<file path="src/rtl/evd_pkg.sv">
// Shared types, widths and constants for the elliptical vignette darken unit.
`timescale 1ns / 1ps

package evd_pkg;

   localparam int COORD_BITS_DEF = 12;
   localparam int CHAN_BITS      = 8;
   localparam int CENTER_BITS    = 14;
   localparam int INV_BITS       = 20;
   localparam int STRENGTH_BITS  = 16;
   localparam int CSR_ADDR_BITS  = 3;
   localparam int CSR_DATA_BITS  = 20;

   // Axis datapath, sized for the widest coordinate (14 bits)
   localparam int DIFF_BITS  = 16;
   localparam int ABS_BITS   = 15;
   localparam int PROD_BITS  = ABS_BITS + INV_BITS;
   localparam int MAG_BITS   = 31;
   localparam int SQ_BITS    = 2 * MAG_BITS;
   localparam int SUM_BITS   = SQ_BITS + 1;

   // Square root
   localparam int ROOT_BITS  = 32;
   localparam int RAD_BITS   = 2 * ROOT_BITS;
   localparam int REM_BITS   = ROOT_BITS + 3;

   // Shading
   localparam int SHADE_BITS = STRENGTH_BITS + ROOT_BITS;
   localparam int SHADE_SHIFT = 20;
   localparam int VMAG_BITS  = 9;
   localparam int V_BITS     = VMAG_BITS + 1;
   localparam int RES_BITS   = V_BITS + 1;

   localparam logic [INV_BITS-1:0]  DEFAULT_INV_RADIUS = 20'd6554;
   localparam logic [ROOT_BITS-1:0] ONE_Q16            = 32'h0001_0000;
   localparam logic [VMAG_BITS-1:0] V_LIMIT            = 9'd256;

   typedef enum logic [CSR_ADDR_BITS-1:0] {
      REG_CENTER_COL     = 3'd0,
      REG_CENTER_ROW     = 3'd1,
      REG_INV_RADIUS_COL = 3'd2,
      REG_INV_RADIUS_ROW = 3'd3,
      REG_STRENGTH       = 3'd4
   } csr_index_type;

   typedef struct packed {
      logic [CHAN_BITS-1:0] blue;
      logic [CHAN_BITS-1:0] green;
      logic [CHAN_BITS-1:0] red;
   } pixel_type;

   // Pipeline control handed to each stage group
   typedef struct packed {
      logic advance;
      logic valid;
   } ctl_type;

endpackage

</file>
<file path="src/rtl/evd_axis_mag.sv">
// One axis: offset from center, scale by reciprocal radius, saturate and square.
`timescale 1ns / 1ps

module evd_axis_mag #(
   parameter int COORD_BITS = evd_pkg::COORD_BITS_DEF
) (
   input  logic                                     clock,
   input  logic                                     advance,
   input  logic [COORD_BITS-1:0]                    coord,
   input  logic signed [evd_pkg::CENTER_BITS-1:0]   center,
   input  logic [evd_pkg::INV_BITS-1:0]             inv_radius,
   output logic [evd_pkg::SQ_BITS-1:0]              sq
);
   import evd_pkg::*;

   logic signed [DIFF_BITS-1:0] diff;
   logic [ABS_BITS-1:0]         abs_in, abs_ff;
   logic [INV_BITS-1:0]         inv_in, inv_ff;
   logic [PROD_BITS-1:0]        prod_ff;
   logic [MAG_BITS-1:0]         mag;
   logic [SQ_BITS-1:0]          sq_ff;

   always_comb begin
      diff   = $signed({{(DIFF_BITS-COORD_BITS){1'b0}}, coord}) - DIFF_BITS'(center);
      abs_in = diff[DIFF_BITS-1] ? ABS_BITS'(-diff) : ABS_BITS'(diff);
      inv_in = (inv_radius == '0) ? DEFAULT_INV_RADIUS : inv_radius;
      // saturate at 2^31-1, well past the point where the offset clips
      mag    = (|prod_ff[PROD_BITS-1:MAG_BITS]) ? {MAG_BITS{1'b1}} : prod_ff[MAG_BITS-1:0];
   end

   always_ff @(posedge clock) begin
      if (advance) begin
         abs_ff  <= abs_in;
         inv_ff  <= inv_in;
         prod_ff <= PROD_BITS'(abs_ff) * PROD_BITS'(inv_ff);
         sq_ff   <= SQ_BITS'(mag) * SQ_BITS'(mag);
      end
   end

   assign sq = sq_ff;

endmodule

</file>
<file path="config.mk">
export PLATFORM = sky130hd
export DESIGN_NAME = evd_axis_mag
export DESIGN_NICKNAME = d
export VERILOG_FILES = /design/src/rtl/evd_pkg.sv /design/src/rtl/evd_axis_mag.sv
export SDC_FILE = /design/constraint.sdc
export NUM_CORES = 2
export LEC_CHECK = 0
export BUFFER_PORTS_ARGS = -buffer_cell sky130_fd_sc_hd__buf_2
export CORE_MARGIN = 3
export CORE_UTILIZATION = 38
export DETAILED_ROUTE_END_ITERATION = 6
export GPL_TIMING_DRIVEN = 1
export PLACE_DENSITY = 0.59
export SYNTH_ARGS = -nofsm -noshare
export SYNTH_HDL_FRONTEND = slang
export SYNTH_SLANG_ARGS = --single-unit
</file>
<file path="constraint.sdc">
create_clock -name clock -period 16 [get_ports clock]
set_clock_uncertainty 0.2 [all_clocks]
set_input_delay 0.8 -clock clock [delete_from_list [all_inputs] [get_ports clock]]
set_output_delay 0.8 -clock clock [all_outputs]
set_load 0.01 [all_outputs]
</file>
==> results.md <==
- Outcome: finished, final reports clean
- Multi-input logic area: about 32000 um^2
- Reg2Reg Depth: 30
- Slew @ Worst Pin: 1.14 ns
- Vias post-DR: between 20000 and 30000
- Pre-antenna DRT Iters: 7
- Total track usage: 0.210
- Flops & latches, synth: approximately 130
- Worst setup path start: prod_ff[32]
- Cell accounting for the most synthesized area: fa_1
- Post-synth EDFFs: approximately 130
- Fin. Hold Viols: 0
- Pre-CTS worst setup slack: 5.39 ns
- CTS resizes: 0
- CP max FO: 19
- Chip height: ~330 um
- Reg2Reg Setup Slack: about 5.3 ns
- Worst-path clk slew: approximately 0.070 ns
- Slew Limit Headroom: 0.232
- Final #Nets: approximately 5700
- Min Hold Slack: 0.283 ns
- Hold Crit Class: in -> reg
- Vias in the first global route: ~32000
- DRC Markers: 0
- Unique cell type count in the Yosys netlist: 73
- Data arrival time of the worst path: between 10 and 15 ns
- Fill count: about 11000
- Largest net degree at the start of global routing: ~70
- Layout area overhead: 6.53%
- H-tree depth: 4
- Ys flop type: edfxtp_1
- Die Wd: 335 um
- YS warnings: 0
- Worst EP required: 16.06 ns
- Clock sinks: roughly 130
- Total Routed Length: between 100000 and 150000 um
- Post-Syn Area: slightly above 40000 um^2
- CTS tree: yes
- Most instantiated cells after synthesis: 1149 x inv_1, 982 x fa_1, 495 x nand2_1
- Critical Setup Path Class: reg -> reg
- Post-CTS Setup Bufs: 0
- Drt wl/cell: 19.4 um
- Vias per Instance: 5.00
- Crit Reg-Reg Endpoint: sq[61]
- Max incr delay on CP: 1.03 ns
- Count of final setup violators: 0
- Post-Syn Instances: roughly 4300
- Critical Path Source Type: flip-flop
- Minimum clock period: 10.69 ns
- Number of max-cap violations: 0
- Synth area leaders: fa_1 48%, ha_1 11%, inv_1 10%
- DRT iter0 DRCs: ~1700
- Critical path's slowest cell: o41ai_2
- Post-route setup slack: 5.31 ns
- Reg2reg start: prod_ff[32]
- Final Util: 0.409
- End point of the critical path: sq[61]
- Max-slew violation count: 0
- Most numerous cell in the Yosys netlist: inv_1
- Register area share after synthesis: 0.0956
- Hold-fix buffers, CTS: 0
- GPL Wtd Cong: 0.946
- Setup TNS: 0 ns
- Period utilization: 0.668
- Clk root buf: clkbuf_16
- Bufs on Longest Clock Path: 2
- Post-synth top area share: 0.478
- Die area: 112000 um^2
- Initial antenna violation count: 1
- Most frequent CP cell: fa_1
- FMAX: approximately 0.094 GHz
- Io pins: 110
- Buffers on Ports: roughly 110
- Crit. End Element: flip-flop
- Antenna Nets Post-Route: 0
- Initial Util: 0.384
- Register Area: slightly below 4000 um^2
- Share of layout cells above drive strength 1: 0.0520
- Post-DP HPWL: between 90000 and 100000 um
- First-pass GRT wire length: roughly 180000 um
- Core box area: 107000 um^2
- Mapped Avg Cell Area: roughly 9.5 um^2
- Total gr overflow: 0
- Ys async rst share: 0
- CTS Buf Count: 17
- RSZ-0062 raised after global routing: false
- Later-pin clock latency in the skew report: slightly above 0.5 ns
- Num rows: 120
-- cells by family after synthesis --
logic type / count (synthesis) / synth area share
xor+xnor: 124 / 0.0264
mux: 4 / 0.00103
fa+ha+maj: 1352 / 0.591
compound gates: 331 / 0.0531
simple gates: 1056 / 0.112
flops: 131 / 0.0956
buf+inv: 1322 / 0.121
other cells: 1 / 0.0000912
-- layout make-up --
| cell class | count | share of cell area |
|---|---|---|
| Clock inverter | 14 | 0.00388 |
| Antenna cell | 1 | 0.0000571 |
| Inverter | 1155 | 0.0989 |
| Sequential cell | 131 | 0.0898 |
| Multi-Input combinational cell | 2869 | 0.736 |
| Tap cell | 1403 | 0.0401 |
| Clock buffer | 17 | 0.00971 |
| Timing Repair Buffer | 161 | 0.0216 |
-- metrics by stage --
| step | instance area [um^2] | cells |
|---|---|---|
| finish | 43800 | 5751 |
| global route | 43800 | 5750 |
| CTS | 43800 | 5750 |
| detailed placement | 43200 | 5719 |
| global placement | 43200 | 5719 |
| floorplan | 41100 | 4322 |
-- per-layer routing --
metal | vias up | GRT usage | share of wire
met4 | 0 | 0.0634 | 0.029
met1 | 14700 | 0.271 | 0.42
met2 | 1000 | 0.347 | 0.47
met5 | - | 0 | 0
met3 | 194 | 0.0544 | 0.083
li1 | 12800 | - | -
-- cells in the final DEF, fill, tap and decap left out, drive strengths merged, types with 9 or more instances in the layout --
master  instances
xnor2          84
clkinv          9
nand4          13
nor2          300
or2            12
a31oi          17
nand3          20
and3           14
o21bai         18
xor2           40
nor2b           9
nand2         495
edfxtp        131
a21oi         103
inv          1157
o21a            9
ha            370
fa            982
nand2b         25
clkbuf         17
nor3           12
and2          130
o21ai          51
a21o           66
buf           161
-- worst max-delay path: cells and delay by family (launching register included) --
family,cells,cell delay [ns]
buf+inv,8,1.24
simple gates,7,1.76
flops,1,0.40
xor+xnor,1,0.13
compound gates,5,2.25
fa+ha+maj,9,4.43
-- registers in the layout (all words and copies together) (netlist names) --
register and cells:
sq 61, prod_ff 35, abs_ff 15, inv_ff 20
-- worst min-delay path by stage --
stage	slack [ns]	from	endpoint	cells after the start
after global routing	0.26	inv_radius[19]	inv_ff[19]	1
after global placement	0.56	prod_ff[1]	sq[2]	1
after detailed placement	0.56	prod_ff[1]	sq[2]	1
after CTS	0.24	inv_radius[10]	inv_ff[10]	1
after floorplan	0.34	prod_ff[1]	sq[2]	1
final	0.28	inv_radius[19]	inv_ff[19]	1
Power is left out: the tool's default activity adds up to more than one toggle a clock period on the data nets, which glitch-free logic cannot reach.
