$ cat config.mk
export PLATFORM = sky130hd
export DESIGN_NAME = evd_sqrt_pipe
export DESIGN_NICKNAME = d
export VERILOG_FILES = /design/src/rtl/evd_pkg.sv /design/src/rtl/evd_sqrt_pipe.sv
export SDC_FILE = /design/constraint.sdc
export NUM_CORES = 2
export LEC_CHECK = 0
export BUFFER_PORTS_ARGS = -buffer_cell sky130_fd_sc_hd__buf_2
export CAP_MARGIN = 10
export CORE_MARGIN = 2
export CORE_UTILIZATION = 55
export DETAILED_ROUTE_END_ITERATION = 8
export PLACE_DENSITY = 0.79
export RECOVER_POWER = 100
export SLEW_MARGIN = 20
export SYNTH_ARGS = -nofsm -noshare
export SYNTH_HDL_FRONTEND = slang
export SYNTH_MEMORY_MAX_BITS = 65536
export SYNTH_SLANG_ARGS = --single-unit
$ cat constraint.sdc
create_clock -name clock -period 4.2 [get_ports clock]
set_input_delay 0.42 -clock clock [delete_from_list [all_inputs] [get_ports clock]]
set_output_delay 0.42 -clock clock [all_outputs]
set_load 0.005 [all_outputs]
$ cat src/rtl/evd_pkg.sv
// Shared types, widths and constants for the elliptical vignette darken unit.
`timescale 1ns / 1ps

package evd_pkg;

   localparam int COORD_BITS_DEF = 12;
   localparam int CHAN_BITS      = 8;
   localparam int CENTER_BITS    = 14;
   localparam int INV_BITS       = 20;
   localparam int STRENGTH_BITS  = 16;
   localparam int CSR_ADDR_BITS  = 3;
   localparam int CSR_DATA_BITS  = 20;

   // Axis datapath, sized for the widest coordinate (14 bits)
   localparam int DIFF_BITS  = 16;
   localparam int ABS_BITS   = 15;
   localparam int PROD_BITS  = ABS_BITS + INV_BITS;
   localparam int MAG_BITS   = 31;
   localparam int SQ_BITS    = 2 * MAG_BITS;
   localparam int SUM_BITS   = SQ_BITS + 1;

   // Square root
   localparam int ROOT_BITS  = 32;
   localparam int RAD_BITS   = 2 * ROOT_BITS;
   localparam int REM_BITS   = ROOT_BITS + 3;

   // Shading
   localparam int SHADE_BITS = STRENGTH_BITS + ROOT_BITS;
   localparam int SHADE_SHIFT = 20;
   localparam int VMAG_BITS  = 9;
   localparam int V_BITS     = VMAG_BITS + 1;
   localparam int RES_BITS   = V_BITS + 1;

   localparam logic [INV_BITS-1:0]  DEFAULT_INV_RADIUS = 20'd6554;
   localparam logic [ROOT_BITS-1:0] ONE_Q16            = 32'h0001_0000;
   localparam logic [VMAG_BITS-1:0] V_LIMIT            = 9'd256;

   typedef enum logic [CSR_ADDR_BITS-1:0] {
      REG_CENTER_COL     = 3'd0,
      REG_CENTER_ROW     = 3'd1,
      REG_INV_RADIUS_COL = 3'd2,
      REG_INV_RADIUS_ROW = 3'd3,
      REG_STRENGTH       = 3'd4
   } csr_index_type;

   typedef struct packed {
      logic [CHAN_BITS-1:0] blue;
      logic [CHAN_BITS-1:0] green;
      logic [CHAN_BITS-1:0] red;
   } pixel_type;

   // Pipeline control handed to each stage group
   typedef struct packed {
      logic advance;
      logic valid;
   } ctl_type;

endpackage

$ cat src/rtl/evd_sqrt_pipe.sv
// Pipelined integer square root, one result bit per stage.
`timescale 1ns / 1ps

module evd_sqrt_pipe (
   input  logic                              clock,
   input  logic                              reset,
   input  evd_pkg::ctl_type                  ctl,
   input  logic [evd_pkg::RAD_BITS-1:0]      radicand,
   input  evd_pkg::pixel_type                pix_i,
   output logic                              valid_o,
   output logic [evd_pkg::ROOT_BITS-1:0]     root_o,
   output evd_pkg::pixel_type                pix_o
);
   import evd_pkg::*;

   logic [RAD_BITS-1:0]  rad_ff  [ROOT_BITS];
   logic [ROOT_BITS-1:0] root_ff [ROOT_BITS];
   logic [REM_BITS-1:0]  rem_ff  [ROOT_BITS];
   pixel_type            pix_ff  [ROOT_BITS];
   logic [ROOT_BITS-1:0] vld_ff;

   for (genvar k = 0; k < ROOT_BITS; k++) begin : g_stage
      logic [RAD_BITS-1:0]  rad_prev;
      logic [ROOT_BITS-1:0] root_prev;
      logic [REM_BITS-1:0]  rem_prev;
      pixel_type            pix_prev;
      logic                 vld_prev;
      logic [REM_BITS-1:0]  rem_sh;
      logic [REM_BITS-1:0]  trial;
      logic                 fits;

      if (k == 0) begin : g_first
         assign rad_prev  = radicand;
         assign root_prev = '0;
         assign rem_prev  = '0;
         assign pix_prev  = pix_i;
         assign vld_prev  = ctl.valid;
      end else begin : g_next
         assign rad_prev  = rad_ff[k-1];
         assign root_prev = root_ff[k-1];
         assign rem_prev  = rem_ff[k-1];
         assign pix_prev  = pix_ff[k-1];
         assign vld_prev  = vld_ff[k-1];
      end

      // bring down the next two radicand bits, try root*4+1
      always_comb begin
         rem_sh = {rem_prev[REM_BITS-3:0], rad_prev[RAD_BITS-1 -: 2]};
         trial  = REM_BITS'({root_prev, 2'b01});
         fits   = (rem_sh >= trial);
      end

      always_ff @(posedge clock) begin
         if (reset) begin
            vld_ff[k] <= 1'b0;
         end else if (ctl.advance) begin
            vld_ff[k] <= vld_prev;
         end
      end

      always_ff @(posedge clock) begin
         if (ctl.advance) begin
            rad_ff[k]  <= {rad_prev[RAD_BITS-3:0], 2'b00};
            root_ff[k] <= {root_prev[ROOT_BITS-2:0], fits};
            rem_ff[k]  <= fits ? (rem_sh - trial) : rem_sh;
            pix_ff[k]  <= pix_prev;
         end
      end
   end

   assign valid_o = vld_ff[ROOT_BITS-1];
   assign root_o  = root_ff[ROOT_BITS-1];
   assign pix_o   = pix_ff[ROOT_BITS-1];

endmodule

==> impl_metrics.py <==
metrics = {
    "status": {
        "status": "finished with violations",
        "violations": "max-capacitance violations, max-slew violations",
    },
    "logic_synthesis": {
        "synth-async-reset-ratio_pct": 0,
        "ys_warn_count": 0,
        "synth_top_area_share_pct": 70.1,
        "ys_types": 82,
        "ys_seq_elements": 3294,
        "avgSynthCellArea_um2": 14.2,
        "synth-edff-count": 3262,
        "synth_top_area_cell": "edfxtp_1",
        "syn_inst": 9820,
        "yosys-top-cells-area": "edfxtp_1 70%, ha_1 5.0%, xor2_1 2.6%",
        "syn_area_um2": 140000,
        "yosys_most_used_dff": "edfxtp_1",
        "synth_nets": 10500,
        "yosysSeqAreaShare_pct": 70.6,
    },
    "worst_setup_path": {
        "rr_endpoint": "rem_ff[0][515]$_DFFE_PP_",
        "timing.rr.start": "rem_ff[0][474]$_DFFE_PP_",
        "critPathMaxFanout": 4,
        "critPathArrivalTime_ps": 4690,
        "crit_path_end_kind": "flip-flop",
        "ff2ff_path_depth": 10,
        "start_kind": "flip-flop",
        "cp.required_ps": 4820,
        "rrSetupSlack_ps": 130,
        "crit_path_end": "rem_ff[0][515]$_DFFE_PP_",
        "worstSetupPathType": "reg2reg",
        "cp-startpoint": "rem_ff[0][474]$_DFFE_PP_",
    },
    "sta": {
        "tns_ps": 0,
        "max_freq_mhz": 246,
        "setup_viol": 0,
        "fin_skew_ps": 99.7,
        "period_needed_ps": 4070,
        "finalCritPeriodShare_pct": 96.9,
        "slew_viol_final": 81,
        "relSlewSlack_pct": -160,
        "hold_viol_final": 0,
        "rsz0062_at_grt": "no",
        "worst-slew-pin-transition_ps": 3910,
    },
    "pwr": {
        "p_leak_nw": 59.1,
        "ir_drop_v": 0.000424,
        "powerDensity_nw_per_um2": 555,
    },
    "cells_and_area": {
        "finalNetCount": 11000,
        "finalNonFillerCells": 14000,
        "drive_above_1_share_pct": 7.71,
        "area_growth_pct": 12.3,
        "final_cell_area_um2": 157000,
    },
    "clocking": {
        "tritoncts": "built",
        "post-cts-setup-buffers": 0,
        "cts_sinks": 3294,
        "clock_path_buffers": 4,
        "clk_pin_slew_ps": 60,
        "htreeDepth": 5,
        "worstSkewPairLatency_ps": 980,
        "numCtsBuffers": 346,
        "cts_root_buffer": "clkbuf_16",
    },
    "global_route": {
        "grt_start_max_net_pins": 112,
        "grt_pass1_wl_um": 427000,
        "globalRoute.totalOverflow": 0,
        "grt_pass1_vias": 78500,
        "track_usage_pct": 20.8,
        "antenna_found_initial": 3,
    },
    "die": {
        "die-area_um2": 258000,
        "core_um2": 253000,
        "io_pins": 149,
        "die_h_um": 508,
        "die_w_um": 508,
        "start_util_pct": 55.1,
        "rows": 185,
    },
    "place": {
        "place_hpwl_um": 180000,
        "dpl.cell_count": 13300,
        "numPortBuffers": 148,
        "gp_congestion": 0.949,
        "postPlaceCellArea_um2": 146000,
    },
    "hold_path": {
        "hp-class": "in2reg",
    },
    "detailed_routing": {
        "viasPerCell": 5.65,
        "ant_nets": 0,
        "dr_total_vias": 79200,
        "drt_iter0_markers": 7638,
        "drtPass1Iterations": 8,
        "drc": 0,
        "drt-total-wl_um": 270000,
        "wire_per_inst_um": 19.3,
    },
    "flow_run": {
        "drv_cap": 1,
    },
}
timing repair:
| item | 4_1_cts | 5_1_grt |
|---|---|---|
| hold endpoints to repair | 121 | 0 |
| endpoints found under the setup margin | 0 | 2 |
| hold buffers | 92 | 0 |
| gates resized for setup | 0 | 3 |
synth_stat cells, types with 60 or more instances:
cell type	instances
a21oi_1	517
or3_1	88
nand3_1	139
nand2_1	644
and3_1	60
o21ai_0	486
nand2b_1	121
o21a_1	115
nor3_1	225
clkbuf_1	153
nand4_1	90
a21o_1	238
xnor2_1	362
nor2b_1	86
o31ai_1	78
ha_1	561
edfxtp_1	3262
mux2_2	63
inv_1	711
nor2_1	606
xor2_1	421
or4_1	60
nor4_1	106
cell usage in the layout, fill, tap and decap left out, types with 24 or more instances in the layout:
cell type | netlist | routed
nand2b_1 | 121 | 121
clkinv_1 | 0 | 81
a211oi_1 | 45 | 45
o21ai_0 | 486 | 485
nor3_1 | 225 | 225
dlygate4sd3_1 | 0 | 92
nor2b_1 | 86 | 86
nand3b_1 | 24 | 24
clkbuf_2 | 0 | 51
buf_4 | 0 | 34
xnor2_1 | 362 | 362
edfxtp_1 | 3262 | 3262
inv_1 | 711 | 711
a21o_1 | 238 | 238
buf_2 | 2 | 98
ha_1 | 561 | 561
nand3_1 | 139 | 139
o21a_1 | 115 | 115
nor4_1 | 106 | 109
nand2_1 | 644 | 644
clkinv_2 | 0 | 53
or4_1 | 60 | 61
a31oi_1 | 43 | 43
dfxtp_1 | 32 | 32
mux2i_1 | 35 | 35
nand4_1 | 90 | 90
xor2_1 | 421 | 421
mux2_2 | 63 | 51
clkbuf_16 | 0 | 348
and2_1 | 36 | 26
or3_1 | 88 | 90
or2_2 | 54 | 53
and3_1 | 60 | 60
o21bai_1 | 46 | 46
a21oi_1 | 517 | 516
a21boi_0 | 33 | 33
bufinv_16 | 0 | 33
clkbuf_1 | 153 | 136
nor2_1 | 606 | 606
o31ai_1 | 78 | 78
critical path, stage by stage, from the launching register on:
cell	delay, ps
edfxtp_1	440
or3_1	440
or3_1	370
nor4_1	380
nand4_1	140
and3_1	240
or4b_1	480
a41oi_1	360
nor4bb_1	630
nand2_1	170
xnor2_1	160
through the flow:
step / setup slack (ps) / power, mW / hold slack (ps) / utilization, %
finish: 129 / 87.1 / 159 / 61.9
CTS: 156 / 87.8 / 43.7 / 62.2
detailed placement: 175 / 58.0 / 405 / 57.5
global route: 5.89 / 91.0 / 102 / 61.9
global placement: 215 / 57.5 / 400 / 57.5
floorplan: 473 / 53.1 / 400 / -
area by class of cell:
class                      instances  area (um2)
fill                           18400       96500
antenna                            1        2.50
clock buffer                     400        8930
inverter                         712        2670
multi-input combinational       5638       37800
clock inverter                   202        1910
sequential                      3294       98600
tap                             3366        4210
timing repair buffer             401        2820
sequential cells by signal, indices dropped and copies added, names as in the netlist:
signal / cells
root_ff: 528
pix_ff: 768
valid_o: 1
rem_ff: 974
g_stage.vld_prev: 31
rad_ff: 992
kinds of logic after synthesis:
kind of cell               after synthesis  share of synthesized area (%)
adders and majority gates              561                           5.02
and+or+nand+nor                       2409                           8.43
other                                    1                        0.00268
buffers and inverters                  888                           2.39
DFF                                   3294                           70.6
xor gates and xnor gates               783                           4.91
muxes                                   98                          0.758
AOI/OAI and AO/OA                     1786                           7.93
layer usage:
layer / vias to the layer above / GRT usage, % / wire (um)
li1: 37700 / - / -
met1: 38300 / 28.5 / 116000
met2: 2556 / 34.1 / 130000
met3: 592 / 3.32 / 15900
met4: 2 / 6.62 / 8190
met5: - / 0 / 13
how the worst min path moves through the flow:
stage / start / cells past startpoint / endpoint / slack, ps
2_1_floorplan: pix_ff[9][0]$_DFFE_PP_ / 0 / pix_ff[10][0]$_DFFE_PP_ / 400
3_3_place_gp: rad_ff[1][425]$_DFFE_PP_ / 0 / rad_ff[1][489]$_DFFE_PP_ / 400
3_5_place_dp: pix_ff[10][8]$_DFFE_PP_ / 0 / pix_ff[11][8]$_DFFE_PP_ / 400
4_1_cts: ctl[1] / 1 / pix_ff[15][9]$_DFFE_PP_ / 40
6_report: radicand[47] / 2 / rad_ff[0][47]$_DFFE_PP_ / 160
5_1_grt: radicand[16] / 2 / rad_ff[0][16]$_DFFE_PP_ / 100
power breakdown:
part / total [mW] / internal, mW / leakage, nW / switching (mW)
Combinational: 14.6 / 6.06 / 22.0 / 8.52
Sequential: 43.0 / 40.8 / 31.8 / 2.28
Clock: 29.5 / 17.2 / 5.29 / 12.3
Total: 87.1 / 64.0 / 59.1 / 23.1
(Power assumes the default switching activity.)
