### src/rtl/evd_pkg.sv
// Shared types, widths and constants for the elliptical vignette darken unit.
`timescale 1ns / 1ps

package evd_pkg;

   localparam int COORD_BITS_DEF = 12;
   localparam int CHAN_BITS      = 8;
   localparam int CENTER_BITS    = 14;
   localparam int INV_BITS       = 20;
   localparam int STRENGTH_BITS  = 16;
   localparam int CSR_ADDR_BITS  = 3;
   localparam int CSR_DATA_BITS  = 20;

   // Axis datapath, sized for the widest coordinate (14 bits)
   localparam int DIFF_BITS  = 16;
   localparam int ABS_BITS   = 15;
   localparam int PROD_BITS  = ABS_BITS + INV_BITS;
   localparam int MAG_BITS   = 31;
   localparam int SQ_BITS    = 2 * MAG_BITS;
   localparam int SUM_BITS   = SQ_BITS + 1;

   // Square root
   localparam int ROOT_BITS  = 32;
   localparam int RAD_BITS   = 2 * ROOT_BITS;
   localparam int REM_BITS   = ROOT_BITS + 3;

   // Shading
   localparam int SHADE_BITS = STRENGTH_BITS + ROOT_BITS;
   localparam int SHADE_SHIFT = 20;
   localparam int VMAG_BITS  = 9;
   localparam int V_BITS     = VMAG_BITS + 1;
   localparam int RES_BITS   = V_BITS + 1;

   localparam logic [INV_BITS-1:0]  DEFAULT_INV_RADIUS = 20'd6554;
   localparam logic [ROOT_BITS-1:0] ONE_Q16            = 32'h0001_0000;
   localparam logic [VMAG_BITS-1:0] V_LIMIT            = 9'd256;

   typedef enum logic [CSR_ADDR_BITS-1:0] {
      REG_CENTER_COL     = 3'd0,
      REG_CENTER_ROW     = 3'd1,
      REG_INV_RADIUS_COL = 3'd2,
      REG_INV_RADIUS_ROW = 3'd3,
      REG_STRENGTH       = 3'd4
   } csr_index_type;

   typedef struct packed {
      logic [CHAN_BITS-1:0] blue;
      logic [CHAN_BITS-1:0] green;
      logic [CHAN_BITS-1:0] red;
   } pixel_type;

   // Pipeline control handed to each stage group
   typedef struct packed {
      logic advance;
      logic valid;
   } ctl_type;

endpackage

### src/rtl/evd_shade.sv
// Distance past the unit ellipse, strength scaling and per-channel subtraction.
`timescale 1ns / 1ps

module evd_shade (
   input  logic                                    clock,
   input  logic                                    reset,
   input  evd_pkg::ctl_type                        ctl,
   input  logic [evd_pkg::ROOT_BITS-1:0]           root,
   input  evd_pkg::pixel_type                      pix_i,
   input  logic signed [evd_pkg::STRENGTH_BITS-1:0] strength,
   output logic                                    valid_o,
   output evd_pkg::pixel_type                      pix_o
);
   import evd_pkg::*;

   logic [ROOT_BITS-1:0]     d_in, d_ff;
   logic [STRENGTH_BITS-1:0] smag;
   logic [SHADE_BITS-1:0]    prod_ff;
   logic [SHADE_BITS-SHADE_SHIFT-1:0] vraw;
   logic [VMAG_BITS-1:0]     vmag;
   logic signed [V_BITS-1:0] v;
   pixel_type                pix_d_ff, pix_p_ff, pix_in, pix_out_ff;
   logic [2:0]               vld_ff;

   function automatic logic [CHAN_BITS-1:0] shade_chan(
      input logic [CHAN_BITS-1:0] c,
      input logic signed [V_BITS-1:0] off
   );
      logic signed [RES_BITS-1:0] r;
      begin
         r = $signed({{(RES_BITS-CHAN_BITS){1'b0}}, c}) - RES_BITS'(off);
         if (r[RES_BITS-1]) begin
            shade_chan = '0;
         end else if (|r[RES_BITS-2:CHAN_BITS]) begin
            shade_chan = '1;
         end else begin
            shade_chan = r[CHAN_BITS-1:0];
         end
      end
   endfunction

   always_comb begin
      d_in = (root > ONE_Q16) ? (root - ONE_Q16) : '0;
      smag = strength[STRENGTH_BITS-1] ? STRENGTH_BITS'(-strength) : STRENGTH_BITS'(strength);
      vraw = prod_ff[SHADE_BITS-1:SHADE_SHIFT];
      vmag = (vraw > (SHADE_BITS-SHADE_SHIFT)'(V_LIMIT)) ? V_LIMIT : vraw[VMAG_BITS-1:0];
      // the user must keep strength quiet while items are in flight; the block does not enforce it
      v    = strength[STRENGTH_BITS-1] ? -$signed({1'b0, vmag}) : $signed({1'b0, vmag});
      pix_in.red   = shade_chan(pix_p_ff.red, v);
      pix_in.green = shade_chan(pix_p_ff.green, v);
      pix_in.blue  = shade_chan(pix_p_ff.blue, v);
   end

   always_ff @(posedge clock) begin
      if (reset) begin
         vld_ff <= '0;
      end else if (ctl.advance) begin
         vld_ff <= {vld_ff[1:0], ctl.valid};
      end
   end

   always_ff @(posedge clock) begin
      if (ctl.advance) begin
         d_ff       <= d_in;
         pix_d_ff   <= pix_i;
         prod_ff    <= SHADE_BITS'(smag) * SHADE_BITS'(d_ff);
         pix_p_ff   <= pix_d_ff;
         pix_out_ff <= pix_in;
      end
   end

   assign valid_o = vld_ff[2];
   assign pix_o   = pix_out_ff;

endmodule

### config.mk
export PLATFORM = sky130hd
export DESIGN_NAME = evd_shade
export DESIGN_NICKNAME = d
export VERILOG_FILES = /design/src/rtl/evd_pkg.sv /design/src/rtl/evd_shade.sv
export SDC_FILE = /design/constraint.sdc
export NUM_CORES = 1
export LEC_CHECK = 0
export BUFFER_PORTS_ARGS = -buffer_cell sky130_fd_sc_hd__buf_4
export CAP_MARGIN = 20
export CORE_UTILIZATION = 59
export DETAILED_ROUTE_END_ITERATION = 8
export PLACE_DENSITY = 0.83
export SLEW_MARGIN = 10
export SYNTH_ARGS = -nofsm -noshare
export SYNTH_HDL_FRONTEND = slang
export SYNTH_SLANG_ARGS = --single-unit
### constraint.sdc
create_clock -name clock -period 7.2 [get_ports clock]
set_input_delay 0.72 -clock clock [delete_from_list [all_inputs] [get_ports clock]]
set_output_delay 0.72 -clock clock [all_outputs]
set_load 0.05 [all_outputs]
==> summary.txt, run 1 <==
Setup path
  – Crit path DAT: 7.65 ns
  – Crit path launch type: primary input
  – Setup crit end kind: flop
  – Required time of the critical path: 7.38 ns
  – Max FO, Critical Path: 11
  – Crit Path Category: primary input to flop

Synth
  – Synth Cell Area: 21,890 um^2
  – Seq cells post-synth: between 100 and 150
  – Register area share after synthesis: between 10% and 20%
  – Prevailing post-synth register cell: edfxtp_1
  – Post-synth EDFFs: ~130
  – YS warnings: 0
  – Cells after synthesis: around 2,300
  – Async SR Flop Fraction: 0%
  – Mapped Nets: 2,932
  – Mapped Avg Cell Area: 9.554 um^2
  – Distinct cells, synth: 54

Status
  – Failing checks: setup timing
  – Status: finished with violations

CTS
  – Hold_buf cts: 0
  – Htree depth: 4
  – Clock Tree Buf Depth: 2
  – TritonCTS clock tree: done
  – Clock sink count: between 100 and 150
  – Number of CTS-inserted buffers: 17
  – Worst skew pair latency: approximately 0.44 ns
  – Clock-pin slew on the worst setup and hold paths: about 0.06 ns
  – Root Buffer: clkbuf_16

Detailed routing
  – WL/cell: 18.83 um
  – Post-route ant nets: 0
  – Drt pass-1 iters: 6
  – Wirelength, routed: 55.97 mm
  – DRC errors left: 0
  – Vias: 16,919
  – Vias per inst: 5.693
  – Initial DRC count: approximately 1,200

STA
  – Headroom to the max-slew limit: a little under two fifths
  – Worst Tran Pin Value: between 0.9 and 1 ns
  – Unrepaired setup endpoints after global routing: true
  – Setup Skew: 0.01296 ns
  – Max-slew violations: 0
  – Setup ws final: -0.2722 ns
  – Final Cycle Share: 103.8%
  – Fmax: around 0.13 GHz
  – Final Critical Period: 7.472 ns
  – Setup-failing EPs final: 13
  – Final Hold Vio Count: 0

Run
  – Max cap viols: 0

Floorplanning
  – CORE AREA: 36,520 um^2
  – Initial Util: 59.93%
  – Die H: 194.6 um
  – Rows: 70
  – I/O pin count: 101
  – Die area: 37,870 um^2
  – Die width: 194.6 um

Placed design
  – GPL Wtd Cong: 0.9622
  – DP Wirelength: 43.51 mm
  – Input/output buffers: 100
  – Dpl cells: 2,928
  – Cell Area, Placed: 24,410 um^2

GRT
  – Gr usage total: 30.59%
  – Grt ovf: 0
  – Vias in the first global route: 18,678
  – Initial antenna violation count: 0
  – First-pass GRT wire length: 90.85 mm
  – Largest net degree at the start of global routing: 76

Final layout
  – Post-layout nets: 3,132
  – Non-filler cells, final: 2,972
  – Area grow syn2layout: 16.47%
  – Cell area after layout: 25,490 um^2
  – Diode count: 0
  – Fin util: 69.80%
  – Share of cells above drive strength 1: 15.73%

Hold path
  – Min-Delay Path Class: flop to flop
==> cells by family after synthesis <==
family,share of synthesized area (%)
xor+xnor,2.841
mux,0.2858
flops,18.38
compound gates,5.756
simple gates,16.10
buf+inv,9.935
fa+ha+maj,46.70
==> flip-flops by register name (all words and copies together), names as in the netlist <==
register and count:
d_ff 32, vld_ff 3, prod_ff 28, pix_o 24, pix_p_ff 24, pix_d_ff 24
==> per-stage QoR <==
step	setup TNS [ns]	hold slack (ns)	worst slack, ns
final	-1.524	0.4201	-0.2722
after global routing	-4.592	0.4219	-0.4156
after CTS	-0.06387	0.4196	-0.03473
after detailed placement	-14.01	0.4045	-0.7716
after global placement	-11.45	0.4035	-0.5908
after floorplan	-1.265	0.4003	-0.1657
==> critical path: stages <==
cell and delay (ns):
buf_6 0.09, or4_4 0.53, or4_4 0.53, nor3_4 0.14
nor2_2 0.07, xor2_2 0.20, buf_12 0.15, and2_4 0.16
fa_1 0.55, fa_1 0.44, fa_1 0.52, fa_1 0.43
fa_1 0.49, inv_1 0.05, fa_1 0.36, inv_1 0.11
ha_4 0.21, a21o_1 0.17, a21o_1 0.23, a2111oi_4 0.39
nand3_2 0.20, a21oi_2 0.20, buf_6 0.16, buf_4 0.11
nor2_2 0.03, a31oi_1 0.26, xnor2_1 0.13
==> worst paths after layout <==
path | from | endpoint | slack (ns) | cells after the start
hold reg to reg | pix_d_ff[1]$_DFFE_PP_ | pix_p_ff[1]$_DFFE_PP_ | 0.42 | 0
hold / removal | pix_d_ff[1]$_DFFE_PP_ | pix_p_ff[1]$_DFFE_PP_ | 0.42 | 0
setup / recovery | strength[5] | prod_ff[43]$_DFFE_PP_ | -0.27 | 27
setup reg to reg | d_ff[16]$_SDFFCE_PP0P_ | prod_ff[43]$_DFFE_PP_ | 0.50 | 23
==> synthesized netlist by cell type (9+ instances only) <==
cell	number	area share (%)
nand3_1	14	0.32
and2_1	196	5.6
nor2b_1	10	0.29
ha_1	145	8.3
xor2_1	22	0.88
inv_1	490	8.4
nand4_1	9	0.26
nor3_1	29	0.66
a21oi_1	51	1.2
o21ai_0	34	0.78
nor4_1	14	0.40
xnor2_1	49	2.0
clkbuf_1	87	1.5
nand2_1	374	6.4
o31ai_1	14	0.48
fa_1	420	38
a21o_1	16	0.55
nor2_1	65	1.1
o21a_1	25	0.86
edfxtp_1	132	18
==> area by class of cell <==
| class | instances | area, um^2 |
|---|---|---|
| clock buffer | 19 | 432.9 |
| inverter | 490 | 1839 |
| fill | 2426 | 11030 |
| multi-input combinational | 1577 | 16270 |
| clock inverter | 13 | 137.6 |
| sequential | 135 | 4024 |
| timing repair buffer | 270 | 2207 |
| tap | 468 | 585.6 |
==> cell usage in the layout, fill, tap and decap left out, drive strengths merged, types with 37 or more instances in the layout <==
master and count:
a21oi 51, inv 496, nor2 66, xnor2 49
buf 270, nand2 374, and2 196, o21ai 37
edfxtp 132, ha 145, fa 420
==> timing repair <==
action / in CTS / in global routing
gates cloned: 0 / 0
pin swaps: 15 / 16
endpoints found under the hold margin: 0 / 0
resized for setup: 26 / 62
endpoints found under the setup margin: 20 / 26
buffers inserted: 2 / 10
==> metal layers <==
metal  wire length (um)  vias to the layer above  track usage (%)
met3               5040                      213            6.837
met1              20800                     8370            37.22
met5                  0                        -                0
li1                   -                     7430                -
met4               2309                        0            13.05
met2              27820                      906            52.45
Power of run 1 is left out: the tool's default activity adds up to more than one toggle a clock period on the data nets, which glitch-free logic cannot reach.
==> run 2: changes to the inputs <==
--- a/config.mk
+++ b/config.mk
@@ -5,10 +5,12 @@
 export SDC_FILE = /design/constraint.sdc
 export NUM_CORES = 1
 export LEC_CHECK = 0
+export ABC_CLOCK_PERIOD_IN_PS = 6800
 export BUFFER_PORTS_ARGS = -buffer_cell sky130_fd_sc_hd__buf_4
 export CAP_MARGIN = 20
 export CORE_UTILIZATION = 59
 export DETAILED_ROUTE_END_ITERATION = 8
+export GPL_TIMING_DRIVEN = 0
 export PLACE_DENSITY = 0.83
 export SLEW_MARGIN = 10
 export SYNTH_ARGS = -nofsm -noshare
==> constraint.sdc (replaced) <==
create_clock -name clock -period 6.8 [get_ports clock]
set_input_delay 0.68 -clock clock [delete_from_list [all_inputs] [get_ports clock]]
set_output_delay 0.68 -clock clock [all_outputs]
set_load 0.05 [all_outputs]
==> run 2 against run 1 <==
Compared with the run above:
- the flow still finishes with violations (setup timing)
- sequential share of layout area about the same
- first-iteration DRC count up 32%
- setup slack worse by 0.79 ns
- register-to-register slack worse by 0.99 ns
- critical path depth up 2
- highest routed layer unchanged
==> summary.txt, run 2 (synthesis gave the netlist of run 1 again) <==
Status
  – Status: finished with violations
  – Failing checks: setup timing

Final layout
  – Fin util: 69.86%
  – Most common cell after layout, fill and taps aside: inv_1
  – Share of cells above drive strength 1: 14.80%
  – Area grow syn2layout: 16.56%
  – Max reg flops: 32
  – Post-layout nets: 3,115
  – Top Registers: d_ff: 32 flops, prod_ff: 28 flops
  – Reg with most FFs: d_ff
  – Most frequent cells in the layout: inv_1, fa_1, nand2_1
  – Filler cells: 2,589

CTS
  – Root Buffer: clkbuf_16
  – Worst skew pair latency: 0.46 ns
  – Clock-pin slew on the worst setup and hold paths: 0.07 ns
  – Hold_buf cts: 0
  – Clock sink count: 135
  – TritonCTS clock tree: done
  – Clock Tree Buf Depth: 2
  – Number of CTS-inserted buffers: 17
  – Htree depth: 4

Detailed routing
  – DRC errors left: 0
  – WL/cell: 21.40 um
  – Initial DRC count: 1,622
  – Post-route ant nets: 0
  – Vias: ~17,000
  – Wirelength, routed: 63.27 mm
  – Drt pass-1 iters: 6
  – Vias per inst: 5.887

Floorplanning
  – Initial Util: 59.93%
  – CORE AREA: 36,520 um^2
  – Rows: 70
  – Die width: 194.6 um
  – I/O pin count: 101
  – Die area: 37,870 um^2
  – Die H: about 190 um

Setup path
  – Worst path depth: 29
  – Crit path DAT: 8.07 ns
  – Reg-to-reg slack, setup: -0.49 ns
  – Setup crit end kind: flop
  – RR Endpoint: prod_ff[45]$_DFFE_PP_
  – Worst path top cell family by delay: adder cells
  – Max FO, Critical Path: 6
  – CP Buf/Inv Count: 8
  – Worst R2R Path Depth: 25
  – R2R Path Start: d_ff[18]$_SDFFCE_PP0P_
  – CP most frequent cell: fa_1
  – Crit Path Category: primary input to flop
  – CP max stage delay: 0.57 ns
  – Required time of the critical path: 7.00 ns
  – Slowest CP cell: or4_4
  – Crit path launch type: primary input

STA
  – Final Critical Period: roughly 7.9 ns
  – Setup ws final: -1.063 ns
  – Headroom to the max-slew limit: between 30 and 40%
  – Unrepaired setup endpoints after global routing: true
  – Setup-failing EPs final: 28
  – Worst Tran Pin Value: 0.9374 ns
  – Setup Skew: between 0.01 and 0.015 ns
  – Fmax: between 0.1 and 0.15 GHz
  – Final Hold Vio Count: 0
  – Final Cycle Share: 115.6%
  – Max-slew violations: 0

Placed design
  – DP Worst Slack: -2.730 ns
  – Input/output buffers: 100
  – DP Wirelength: 48.28 mm
  – GPL Wtd Cong: 1.019

GRT
  – Gr usage total: 34.39%
  – Largest net degree at the start of global routing: 97
  – Vias in the first global route: 18,502
  – Grt ovf: 0
  – First-pass GRT wire length: 97.90 mm
  – Initial antenna violation count: 0

Hold path
  – Min-Delay Path Class: primary input to flop
  – Worst Min Path Start: reset
  – Min-Delay Path Depth: 2
  – Hold EP: vld_ff[0]$_SDFFE_PP0P_

Run
  – Max cap viols: 0
-- run 2: timing repair --
item,4_1_cts,5_1_grt
setup endpoints to repair,28,36
setup buffers,38,30
endpoints found under the hold margin,0,0
pin swaps,59,72
gates resized for setup,153,87
-- run 2: final cells by class --
class / instances / area, um^2 / share of cell area (%)
flip-flops and latches: 135 / 4024 / 15.77
diodes: 1 / 2.502 / 0.009808
inverters: 490 / 1839 / 7.209
multi-input cells: 1577 / 16550 / 64.85
well taps: 468 / 585.6 / 2.295
repair buffers: 167 / 1438 / 5.635
clock inverters: 15 / 181.4 / 0.7111
plain buffers: 86 / 471.7 / 1.849
clock buffers: 17 / 425.4 / 1.667
-- run 2: worst max path at each step --
stage	startpoint	end	slack (ns)
2_1_floorplan	strength[5]	prod_ff[47]$_DFFE_PP_	-0.53
3_3_place_gp	strength[15]	prod_ff[47]$_DFFE_PP_	-2.55
6_report	strength[6]	prod_ff[45]$_DFFE_PP_	-1.06
4_1_cts	strength[5]	prod_ff[47]$_DFFE_PP_	-0.77
5_1_grt	strength[6]	prod_ff[45]$_DFFE_PP_	-1.20
3_5_place_dp	strength[15]	prod_ff[47]$_DFFE_PP_	-2.73
-- run 2: per-stage QoR --
stage	hold WS [ns]	instances	setup TNS (ns)	area [um^2]
floorplan	0.4003	2291	-9.195	22040
global placement	0.4036	2859	-55.94	23370
detailed placement	0.4062	2860	-60.42	23410
CTS	0.3919	2929	-15.08	24920
global route	0.3825	2955	-27.85	25510
finish	0.3941	2956	-23.54	25510
-- run 2: per-layer routing --
metal / global-route usage [%] / part of all wire (%) / routed length, um
met5: 0 / 0 / 0
met4: 18.20 / 6.3 / 3989
met3: 9.821 / 12 / 7503
met2: 55.79 / 47 / 29560
met1: 41.80 / 35 / 22220
Power of run 2 is left out for the same reason.
